## src/rtl/dsqrt_pkg.sv

```systemverilog
// Shared types and constants for the decimal digit square root core.
// Used by the controller, the datapath and the top level; depends on nothing.
package dsqrt_pkg;

    localparam int MAX_INPUT_DIGITS    = 16;
    localparam int MAX_FRACTION_DIGITS = 8;

    localparam int BCD_W    = 64;
    localparam int COUNT_W  = 5;
    localparam int DIGIT_W  = 4;
    localparam int FRAC_W   = 4;
    localparam int REM_W    = 64;
    localparam int ROOT_W   = 54;
    localparam int BASE_W   = ROOT_W + 5;
    localparam int PROD_W   = BASE_W + DIGIT_W;
    localparam int PAIR_W   = 3;
    localparam int TBIT_W   = 2;
    localparam int GROUP_W  = 7;

    localparam logic [DIGIT_W-1:0] DIGIT_MAX = 4'd9;

    typedef enum logic [2:0] {
        ST_IDLE,
        ST_CLASSIFY,
        ST_SPECIAL,
        ST_SHIFT,
        ST_TRIAL,
        ST_EMIT
    } dsqrt_state_t;

    typedef struct packed {
        logic load;
        logic shift_in;
        logic trial;
        logic apply;
        logic special;
    } dsqrt_cmd_t;

    typedef struct packed {
        logic bad_input;
        logic lead_zero;
        logic trial_last;
        logic out_free;
        logic last_digit;
    } dsqrt_status_t;

endpackage

```

## src/rtl/dsqrt_ctrl.sv

```systemverilog
// Controller state machine of the decimal digit square root core.
// Depends on dsqrt_pkg; drives commands to dsqrt_dp and reads its status.
module dsqrt_ctrl (
    input  logic                     clk,
    input  logic                     rst_n,
    input  logic                     in_valid,
    output logic                     in_stall,
    input  dsqrt_pkg::dsqrt_status_t status,
    output dsqrt_pkg::dsqrt_cmd_t    cmd,
    output dsqrt_pkg::dsqrt_state_t  state
);

    dsqrt_pkg::dsqrt_state_t state_reg;
    dsqrt_pkg::dsqrt_state_t state_next;

    always_ff @(posedge clk or negedge rst_n)
    begin
        if (!rst_n)
        begin
            state_reg <= dsqrt_pkg::ST_IDLE;
        end
        else
        begin
            state_reg <= state_next;
        end
    end

    always_comb
    begin
        state_next = state_reg;
        case (state_reg)
            dsqrt_pkg::ST_IDLE:
            begin
                if (in_valid)
                begin
                    state_next = dsqrt_pkg::ST_CLASSIFY;
                end
            end
            dsqrt_pkg::ST_CLASSIFY:
            begin
                if (status.bad_input || status.lead_zero)
                begin
                    state_next = dsqrt_pkg::ST_SPECIAL;
                end
                else
                begin
                    state_next = dsqrt_pkg::ST_SHIFT;
                end
            end
            dsqrt_pkg::ST_SPECIAL:
            begin
                if (status.out_free)
                begin
                    state_next = dsqrt_pkg::ST_IDLE;
                end
            end
            dsqrt_pkg::ST_SHIFT:
            begin
                state_next = dsqrt_pkg::ST_TRIAL;
            end
            dsqrt_pkg::ST_TRIAL:
            begin
                if (status.trial_last)
                begin
                    state_next = dsqrt_pkg::ST_EMIT;
                end
            end
            dsqrt_pkg::ST_EMIT:
            begin
                if (status.out_free)
                begin
                    if (status.last_digit)
                    begin
                        state_next = dsqrt_pkg::ST_IDLE;
                    end
                    else
                    begin
                        state_next = dsqrt_pkg::ST_SHIFT;
                    end
                end
            end
            default:
            begin
                state_next = dsqrt_pkg::ST_IDLE;
            end
        endcase
    end

    always_comb
    begin
        cmd      = '0;
        in_stall = 1'b1;
        case (state_reg)
            dsqrt_pkg::ST_IDLE:
            begin
                in_stall = 1'b0;
                cmd.load = in_valid;
            end
            dsqrt_pkg::ST_SPECIAL:
            begin
                cmd.special = status.out_free;
            end
            dsqrt_pkg::ST_SHIFT:
            begin
                cmd.shift_in = 1'b1;
            end
            dsqrt_pkg::ST_TRIAL:
            begin
                cmd.trial = 1'b1;
            end
            dsqrt_pkg::ST_EMIT:
            begin
                cmd.apply = status.out_free;
            end
            default:
            begin
                cmd = '0;
            end
        endcase
    end

    assign state = state_reg;

endmodule

```

## src/rtl/dsqrt_dp.sv

```systemverilog
// Datapath of the decimal digit square root core: operand, remainder, root,
// shared trial multiply-compare unit and output register. Depends on dsqrt_pkg.
module dsqrt_dp (
    input  logic                                 clk,
    input  logic                                 rst_n,
    input  dsqrt_pkg::dsqrt_cmd_t                cmd,
    output dsqrt_pkg::dsqrt_status_t             status,
    input  logic [dsqrt_pkg::BCD_W-1:0]          number_bcd,
    input  logic [dsqrt_pkg::COUNT_W-1:0]        digit_count,
    input  logic                                 cfg_we,
    input  logic [dsqrt_pkg::FRAC_W-1:0]         cfg_data,
    output logic                                 out_valid,
    input  logic                                 out_stall,
    output logic [dsqrt_pkg::DIGIT_W-1:0]        root_digit,
    output logic                                 integer_part,
    output logic                                 error,
    output logic                                 last
);

    logic [dsqrt_pkg::FRAC_W-1:0]  frac_cfg_reg;
    logic [dsqrt_pkg::BCD_W-1:0]   bcd_reg;
    logic [dsqrt_pkg::COUNT_W-1:0] count_reg;
    logic [dsqrt_pkg::REM_W-1:0]   rem_reg;
    logic [dsqrt_pkg::ROOT_W-1:0]  root_reg;
    logic [dsqrt_pkg::BASE_W-1:0]  base_reg;
    logic [dsqrt_pkg::DIGIT_W-1:0] d_reg;
    logic [dsqrt_pkg::REM_W-1:0]   prod_reg;
    logic [dsqrt_pkg::TBIT_W-1:0]  tbit_reg;
    logic [dsqrt_pkg::PAIR_W-1:0]  pair_reg;
    logic                          integer_reg;
    logic [dsqrt_pkg::FRAC_W-1:0]  frac_left_reg;
    logic                          out_valid_reg;
    logic [dsqrt_pkg::DIGIT_W-1:0] out_digit_reg;
    logic                          out_int_reg;
    logic                          out_err_reg;
    logic                          out_last_reg;

    logic [dsqrt_pkg::BCD_W-1:0]   bcd_masked;
    logic [dsqrt_pkg::COUNT_W-1:0] count_m1_in;
    logic [dsqrt_pkg::FRAC_W-1:0]  frac_clamped;
    logic [dsqrt_pkg::COUNT_W-1:0] count_m1;
    logic                          nibble_bad;
    logic                          bad_input;
    logic [dsqrt_pkg::DIGIT_W-1:0] top_nibble;
    logic [7:0]                    pair_byte;
    logic [dsqrt_pkg::GROUP_W-1:0] group_val;
    logic [dsqrt_pkg::REM_W-1:0]   rem_shifted;
    logic [dsqrt_pkg::DIGIT_W-1:0] cand;
    logic [dsqrt_pkg::BASE_W-1:0]  trial_sum;
    logic [dsqrt_pkg::PROD_W-1:0]  trial_prod;
    logic                          trial_fits;
    logic [dsqrt_pkg::REM_W-1:0]   rem_diff;
    logic [dsqrt_pkg::ROOT_W-1:0]  root_times10;
    logic                          last_digit;
    logic                          out_free;

    always_comb
    begin
        for (int i = 0; i < dsqrt_pkg::MAX_INPUT_DIGITS; i++)
        begin
            if (dsqrt_pkg::COUNT_W'(i) < digit_count)
            begin
                bcd_masked[4*i +: 4] = number_bcd[4*i +: 4];
            end
            else
            begin
                bcd_masked[4*i +: 4] = 4'd0;
            end
        end
    end

    assign count_m1_in  = digit_count - dsqrt_pkg::COUNT_W'(1);
    assign frac_clamped = (frac_cfg_reg > dsqrt_pkg::FRAC_W'(dsqrt_pkg::MAX_FRACTION_DIGITS))
                        ? dsqrt_pkg::FRAC_W'(dsqrt_pkg::MAX_FRACTION_DIGITS) : frac_cfg_reg;

    always_comb
    begin
        nibble_bad = 1'b0;
        for (int i = 0; i < dsqrt_pkg::MAX_INPUT_DIGITS; i++)
        begin
            if (bcd_reg[4*i +: 4] > dsqrt_pkg::DIGIT_MAX)
            begin
                nibble_bad = 1'b1;
            end
        end
    end

    assign count_m1   = count_reg - dsqrt_pkg::COUNT_W'(1);
    assign bad_input  = (count_reg == '0)
                     || (count_reg > dsqrt_pkg::COUNT_W'(dsqrt_pkg::MAX_INPUT_DIGITS))
                     || nibble_bad;
    assign top_nibble = bcd_reg[4*count_m1[3:0] +: 4];

    assign pair_byte   = integer_reg ? bcd_reg[8*pair_reg +: 8] : 8'd0;
    assign group_val   = {pair_byte[7:4], 3'b000} + {2'b00, pair_byte[7:4], 1'b0}
                       + {3'b000, pair_byte[3:0]};
    assign rem_shifted = {rem_reg[57:0], 6'b0} + {rem_reg[58:0], 5'b0}
                       + {rem_reg[61:0], 2'b0}
                       + {{(dsqrt_pkg::REM_W-dsqrt_pkg::GROUP_W){1'b0}}, group_val};

    assign cand       = d_reg | (dsqrt_pkg::DIGIT_W'(1) << tbit_reg);
    assign trial_sum  = base_reg + {{(dsqrt_pkg::BASE_W-dsqrt_pkg::DIGIT_W){1'b0}}, cand};
    assign trial_prod = {{dsqrt_pkg::DIGIT_W{1'b0}}, trial_sum}
                      * {{dsqrt_pkg::BASE_W{1'b0}}, cand};
    assign trial_fits = (cand <= dsqrt_pkg::DIGIT_MAX)
                     && ({{(dsqrt_pkg::REM_W-dsqrt_pkg::PROD_W){1'b0}}, trial_prod} <= rem_reg);

    assign rem_diff     = rem_reg - prod_reg;
    assign root_times10 = {root_reg[50:0], 3'b0} + {root_reg[52:0], 1'b0}
                        + {{(dsqrt_pkg::ROOT_W-dsqrt_pkg::DIGIT_W){1'b0}}, d_reg};
    assign last_digit   = integer_reg
                        ? ((pair_reg == '0) && ((frac_left_reg == '0) || (rem_diff == '0)))
                        : (frac_left_reg == dsqrt_pkg::FRAC_W'(1));
    assign out_free     = !out_valid_reg || !out_stall;

    always_ff @(posedge clk or negedge rst_n)
    begin
        if (!rst_n)
        begin
            frac_cfg_reg  <= '0;
            out_valid_reg <= 1'b0;
        end
        else
        begin
            if (cfg_we)
            begin
                frac_cfg_reg <= cfg_data;
            end
            if (cmd.apply || cmd.special)
            begin
                out_valid_reg <= 1'b1;
            end
            else if (!out_stall)
            begin
                out_valid_reg <= 1'b0;
            end
        end
    end

    always_ff @(posedge clk)
    begin
        if (cmd.load)
        begin
            bcd_reg       <= bcd_masked;
            count_reg     <= digit_count;
            rem_reg       <= '0;
            root_reg      <= '0;
            pair_reg      <= count_m1_in[dsqrt_pkg::PAIR_W:1];
            integer_reg   <= 1'b1;
            frac_left_reg <= frac_clamped;
        end
        if (cmd.shift_in)
        begin
            rem_reg  <= rem_shifted;
            base_reg <= {1'b0, root_reg, 4'b0} + {3'b000, root_reg, 2'b0};
            d_reg    <= '0;
            prod_reg <= '0;
            tbit_reg <= '1;
        end
        if (cmd.trial)
        begin
            tbit_reg <= tbit_reg - dsqrt_pkg::TBIT_W'(1);
            if (trial_fits)
            begin
                d_reg    <= cand;
                prod_reg <= {{(dsqrt_pkg::REM_W-dsqrt_pkg::PROD_W){1'b0}}, trial_prod};
            end
        end
        if (cmd.apply)
        begin
            rem_reg       <= rem_diff;
            root_reg      <= root_times10;
            out_digit_reg <= d_reg;
            out_int_reg   <= integer_reg;
            out_err_reg   <= 1'b0;
            out_last_reg  <= last_digit;
            if (integer_reg)
            begin
                if (pair_reg == '0)
                begin
                    integer_reg <= 1'b0;
                end
                else
                begin
                    pair_reg <= pair_reg - dsqrt_pkg::PAIR_W'(1);
                end
            end
            else
            begin
                frac_left_reg <= frac_left_reg - dsqrt_pkg::FRAC_W'(1);
            end
        end
        if (cmd.special)
        begin
            out_digit_reg <= '0;
            out_int_reg   <= !bad_input;
            out_err_reg   <= bad_input;
            out_last_reg  <= 1'b1;
        end
    end

    always_comb
    begin
        status            = '0;
        status.bad_input  = bad_input;
        status.lead_zero  = (top_nibble == '0);
        status.trial_last = (tbit_reg == '0);
        status.out_free   = out_free;
        status.last_digit = last_digit;
    end

    assign out_valid    = out_valid_reg;
    assign root_digit   = out_digit_reg;
    assign integer_part = out_int_reg;
    assign error        = out_err_reg;
    assign last         = out_last_reg;

endmodule

```

## src/rtl/decimal_digit_square_root_core.sv

```systemverilog
// Top level of the decimal digit square root core.
// Joins dsqrt_ctrl and dsqrt_dp; depends on dsqrt_pkg.
//
// Usage: a request on the input channel (in_valid, in_stall) carries up to
// sixteen BCD digits in number_bcd and their count in digit_count. The core
// answers on the output channel (out_valid, out_stall) with one request per
// root digit, most significant first, and marks the final one with last.
// The integer digits come first, then fraction_digits fraction digits (at
// most eight) unless the number is a perfect square. A bad count or a
// non-decimal digit gives a single request with error set.
// The configuration channel (cfg_valid, cfg_ready) writes fraction_digits;
// it is always ready and is meant to be written while the core is idle.
// Operation: one item is worked on at a time. After acceptance the core
// classifies the operand; each root digit is then found in a step that
// brings down the next digit pair, four trial multiply-compare steps on
// the shared trial unit to find the digit, and a step that updates the
// remainder and loads the output register.
// A stalled receiver holds the core in the digit-output step until the
// output register frees up. Reset clears the controller, the output valid
// flag and fraction_digits; no clearing pass is needed.
module decimal_digit_square_root_core (
    input  logic                                 clk,
    input  logic                                 rst_n,
    input  logic                                 in_valid,
    output logic                                 in_stall,
    input  logic [dsqrt_pkg::BCD_W-1:0]          number_bcd,
    input  logic [dsqrt_pkg::COUNT_W-1:0]        digit_count,
    output logic                                 out_valid,
    input  logic                                 out_stall,
    output logic [dsqrt_pkg::DIGIT_W-1:0]        root_digit,
    output logic                                 integer_part,
    output logic                                 error,
    output logic                                 last,
    input  logic                                 cfg_valid,
    output logic                                 cfg_ready,
    input  logic [dsqrt_pkg::FRAC_W-1:0]         fraction_digits
);

    dsqrt_pkg::dsqrt_cmd_t    cmd;
    dsqrt_pkg::dsqrt_status_t status;
    dsqrt_pkg::dsqrt_state_t  state;

    assign cfg_ready = 1'b1;

    dsqrt_ctrl u_ctrl (
        .clk      (clk),
        .rst_n    (rst_n),
        .in_valid (in_valid),
        .in_stall (in_stall),
        .status   (status),
        .cmd      (cmd),
        .state    (state)
    );

    dsqrt_dp u_dp (
        .clk          (clk),
        .rst_n        (rst_n),
        .cmd          (cmd),
        .status       (status),
        .number_bcd   (number_bcd),
        .digit_count  (digit_count),
        .cfg_we       (cfg_valid && cfg_ready),
        .cfg_data     (fraction_digits),
        .out_valid    (out_valid),
        .out_stall    (out_stall),
        .root_digit   (root_digit),
        .integer_part (integer_part),
        .error        (error),
        .last         (last)
    );

    assert property (@(posedge clk) disable iff (!rst_n)
        (in_valid && !in_stall) |=> (state == dsqrt_pkg::ST_CLASSIFY))
        else $error("Accepted request did not start classification.");

    assert property (@(posedge clk) disable iff (!rst_n)
        (out_valid && error) |-> (last && (root_digit == '0) && !integer_part))
        else $error("Error result is not a single cleared final result.");

    assert property (@(posedge clk) disable iff (!rst_n)
        out_valid |-> (root_digit <= dsqrt_pkg::DIGIT_MAX))
        else $error("Root digit is not decimal.");

    assert property (@(posedge clk) disable iff (!rst_n)
        (cmd.apply || cmd.special) |-> status.out_free)
        else $error("Output register loaded while still occupied.");

endmodule

```

## config.mk

```make
export PLATFORM = sky130hd
export DESIGN_NAME = decimal_digit_square_root_core
export DESIGN_NICKNAME = d
export VERILOG_FILES = /design/src/rtl/dsqrt_pkg.sv /design/src/rtl/dsqrt_ctrl.sv /design/src/rtl/dsqrt_dp.sv /design/src/rtl/decimal_digit_square_root_core.sv
export SDC_FILE = /design/constraint.sdc
export NUM_CORES = 2
export LEC_CHECK = 0
export ABC_AREA = 1
export ABC_CLOCK_PERIOD_IN_PS = 14930
export BUFFER_PORTS_ARGS = -buffer_cell sky130_fd_sc_hd__buf_2
export CAP_MARGIN = 20
export CORE_MARGIN = 4
export CORE_UTILIZATION = 40
export DETAILED_ROUTE_END_ITERATION = 8
export SLEW_MARGIN = 20
export SYNTH_ARGS = -nofsm -noshare
export SYNTH_HDL_FRONTEND = slang
export SYNTH_SLANG_ARGS = --single-unit
```

## constraint.sdc

```tcl
create_clock -name clk -period 14.93 [get_ports clk]
set_input_delay 2.986 -clock clk [delete_from_list [all_inputs] [get_ports clk]]
set_output_delay 2.986 -clock clk [all_outputs]
set_load 0.005 [all_outputs]
```

==> flow_metrics.tcl <==
set metrics [dict create \
    synthTopCellsByArea "edfxtp_1, ha_1, nand2_1" \
    synth_nets 6816 \
    drc_errors 0 \
    yosysWarnings 0 \
    synth_cell_types 69 \
    hpwl_um 123000 \
    clk_pin_slew_ns 0.06 \
    fmax_mhz 91.0 \
    wl_um 148000 \
    status "finished clean" \
    rows 119 \
    arrival_ns 11.51 \
    grt_pass1_vias 39300 \
    drv_slew 0 \
    antenna_left 0 \
    viasPerCell 5.29 \
    synth_common_cells "nand2_1, inv_1, nor2_1, a21oi_1, ha_1" \
    area_growth_pct 8.51 \
    drive_gt1_frac 0.0406 \
    die_height_um 334 \
    end_kind "flip-flop" \
    drv_cap 0 \
    critPathKind "flip-flop to flip-flop" \
    first_pass_iters 6 \
    syn_inst 6070 \
    postCtsSetupBuffers 0 \
    synth-edff-count 248 \
    max_stage_delay_ns 0.73 \
    yosysMostFrequentCell "nand2_1" \
    cts_sinks 337 \
    cts-root-buf "clkbuf_16" \
    grt_max_degree 80 \
    ys_ff_latch 337 \
    insertion_delay_ns 0.62 \
    gp_congestion 0.993 \
    die_w_um 334 \
    rsz0062_at_grt "false" \
    portBuffers 86 \
    clock_skew_ns 0.0249 \
    cts_max_level 2 \
    die_area_sq_um 111000 \
    crit_slowest_cell "buf_4" \
    yosys_most_used_dff "edfxtp_1" \
    hold_viol 0 \
    synth-seq-area-share 0.219 \
    fin_crit_ns 10.99 \
    worstMarginPinSlew_ns 1.03 \
    synth_top_area_share 0.176 \
    cts_hold_buf 0 \
    grt_usage 0.258 \
    syn_avg_cell_area_sq_um 6.99 \
    dr.first_iter.drc_count 3156 \
    cts_buffers 46 \
    cts_buffer_depth 3 \
    slew-limit-headroom 0.311 \
    yosysTopAreaCell "edfxtp_1" \
    grt_pass1_wl_um 225000 \
    setup-tns-final_ns 0 \
    cts_resized 0 \
    antenna_cells 0 \
    core_sq_um 105000 \
    required_ns 15.45 \
    pin_count 88 \
    cp-start-kind "flip-flop" \
    post-route-period-util 0.736 \
    grt_overflow_total 0 \
    cp_max_fo 79 \
    vias 40100 \
    fin_nets 6890 \
    antenna_found_initial 0 \
    syn_area_sq_um 42400 \
    cpMostUsedCell "nand2_1" \
    setup_viol 0 \
    initial_core_util 0.403 \
    wl_per_cell_um 19.5 \
    hold_class "flip-flop to flip-flop" \
    cts_tree "yes" \
    async_flop_share 0.0237 \
]
kinds of logic after synthesis:
group / count (synthesis) / share of synthesized area
adder cells (fa/ha/maj): 668 / 0.238
other: 1 / 0.0000884
AO/OA/AOI/OAI: 1111 / 0.147
XOR/XNOR: 213 / 0.0442
AND/OR/NAND/NOR: 2499 / 0.243
buffers and inverters: 1241 / 0.110
flip-flops: 337 / 0.219
final cells by class:
type	count	area, sq um
clock inverters	31	315
multi-input cells	4492	28500
repair buffers	104	566
well taps	1391	1740
fillers	11100	59200
clock buffers	54	1230
flip-flops and latches	337	9270
inverters	1163	4370
final timing paths:
check / startpoint / end / slack (ns) / cells past startpoint
max in group asynchronous: rst_n / u_ctrl.state[2]$_DFFE_PN0P_ / 12.49 / 1
setup reg to reg: u_dp.tbit_reg[0]$_SDFFCE_PN1N_ / u_dp.prod_reg[20]$_DFF_P_ / 3.94 / 51
min in group asynchronous: rst_n / u_dp.out_valid$_DFFE_PN0P_ / 2.24 / 1
setup / recovery: u_dp.tbit_reg[0]$_SDFFCE_PN1N_ / u_dp.prod_reg[20]$_DFF_P_ / 3.94 / 51
hold / removal: u_dp.prod_reg[63]$_DFF_P_ / u_dp.prod_reg[63]$_DFF_P_ / 0.46 / 2
hold reg to reg: u_dp.prod_reg[63]$_DFF_P_ / u_dp.prod_reg[63]$_DFF_P_ / 0.46 / 2
routing by layer:
| metal | global-route usage | vias up | share of wire |
|---|---|---|---|
| li1 | - | 19800 | - |
| met1 | 0.329 | 18800 | 0.42 |
| met2 | 0.435 | 1217 | 0.47 |
| met3 | 0.0307 | 307 | 0.053 |
| met4 | 0.119 | 0 | 0.054 |
| met5 | 0 | - | 0 |
worst max-delay path, delay by kind of cell (launching register included):
kind                       cells  cell delay [ns]
buffers and inverters         12             2.76
AOI/OAI and AO/OA              1             0.10
adders and majority gates      6             2.41
DFF                            1             0.44
xor gates and xnor gates       1             0.30
and+or+nand+nor               31             4.80
through the flow:
stage	cell area [sq um]	util	worst slack, ns	hold WS [ns]	cells
6_report	46000	0.437	3.94	0.464	7572
5_1_grt	46000	0.437	3.05	0.479	7572
4_1_cts	46000	0.437	3.92	0.461	7572
3_5_place_dp	44500	0.422	3.97	0.452	7487
3_3_place_gp	44500	0.422	4.10	0.444	7487
2_1_floorplan	42400	-	5.98	0.437	6070
cells in the final DEF, fill, tap and decap left out, types with 10 or more instances in the layout:
| cell type | Yosys | final |
|---|---|---|
| nor4_1 | 27 | 27 |
| nand3b_1 | 31 | 31 |
| xor2_1 | 115 | 115 |
| xnor2_1 | 97 | 97 |
| o211ai_1 | 12 | 12 |
| a21oi_1 | 464 | 464 |
| ha_1 | 438 | 438 |
| o21bai_1 | 14 | 14 |
| a21boi_0 | 11 | 11 |
| o21ai_1 | 12 | 12 |
| nor2_4 | 5 | 10 |
| buf_2 | 4 | 86 |
| nand3_1 | 178 | 177 |
| buf_4 | 1 | 18 |
| clkbuf_16 | 0 | 47 |
| a31oi_1 | 64 | 64 |
| nor3_1 | 67 | 67 |
| a21o_1 | 26 | 26 |
| nand2_1 | 1357 | 1356 |
| clkinv_2 | 0 | 12 |
| dfxtp_1 | 81 | 81 |
| nand4_1 | 50 | 50 |
| inv_1 | 1156 | 1155 |
| nor2_1 | 720 | 715 |
| fa_1 | 230 | 230 |
| or2_2 | 26 | 26 |
| edfxtp_1 | 248 | 248 |
| o21ai_0 | 334 | 334 |
| o22ai_1 | 45 | 45 |
| o21a_1 | 36 | 36 |
| o31ai_1 | 49 | 49 |
Power is left out: the tool's default activity adds up to more than one toggle a clock period on the data nets, which glitch-free logic cannot reach.
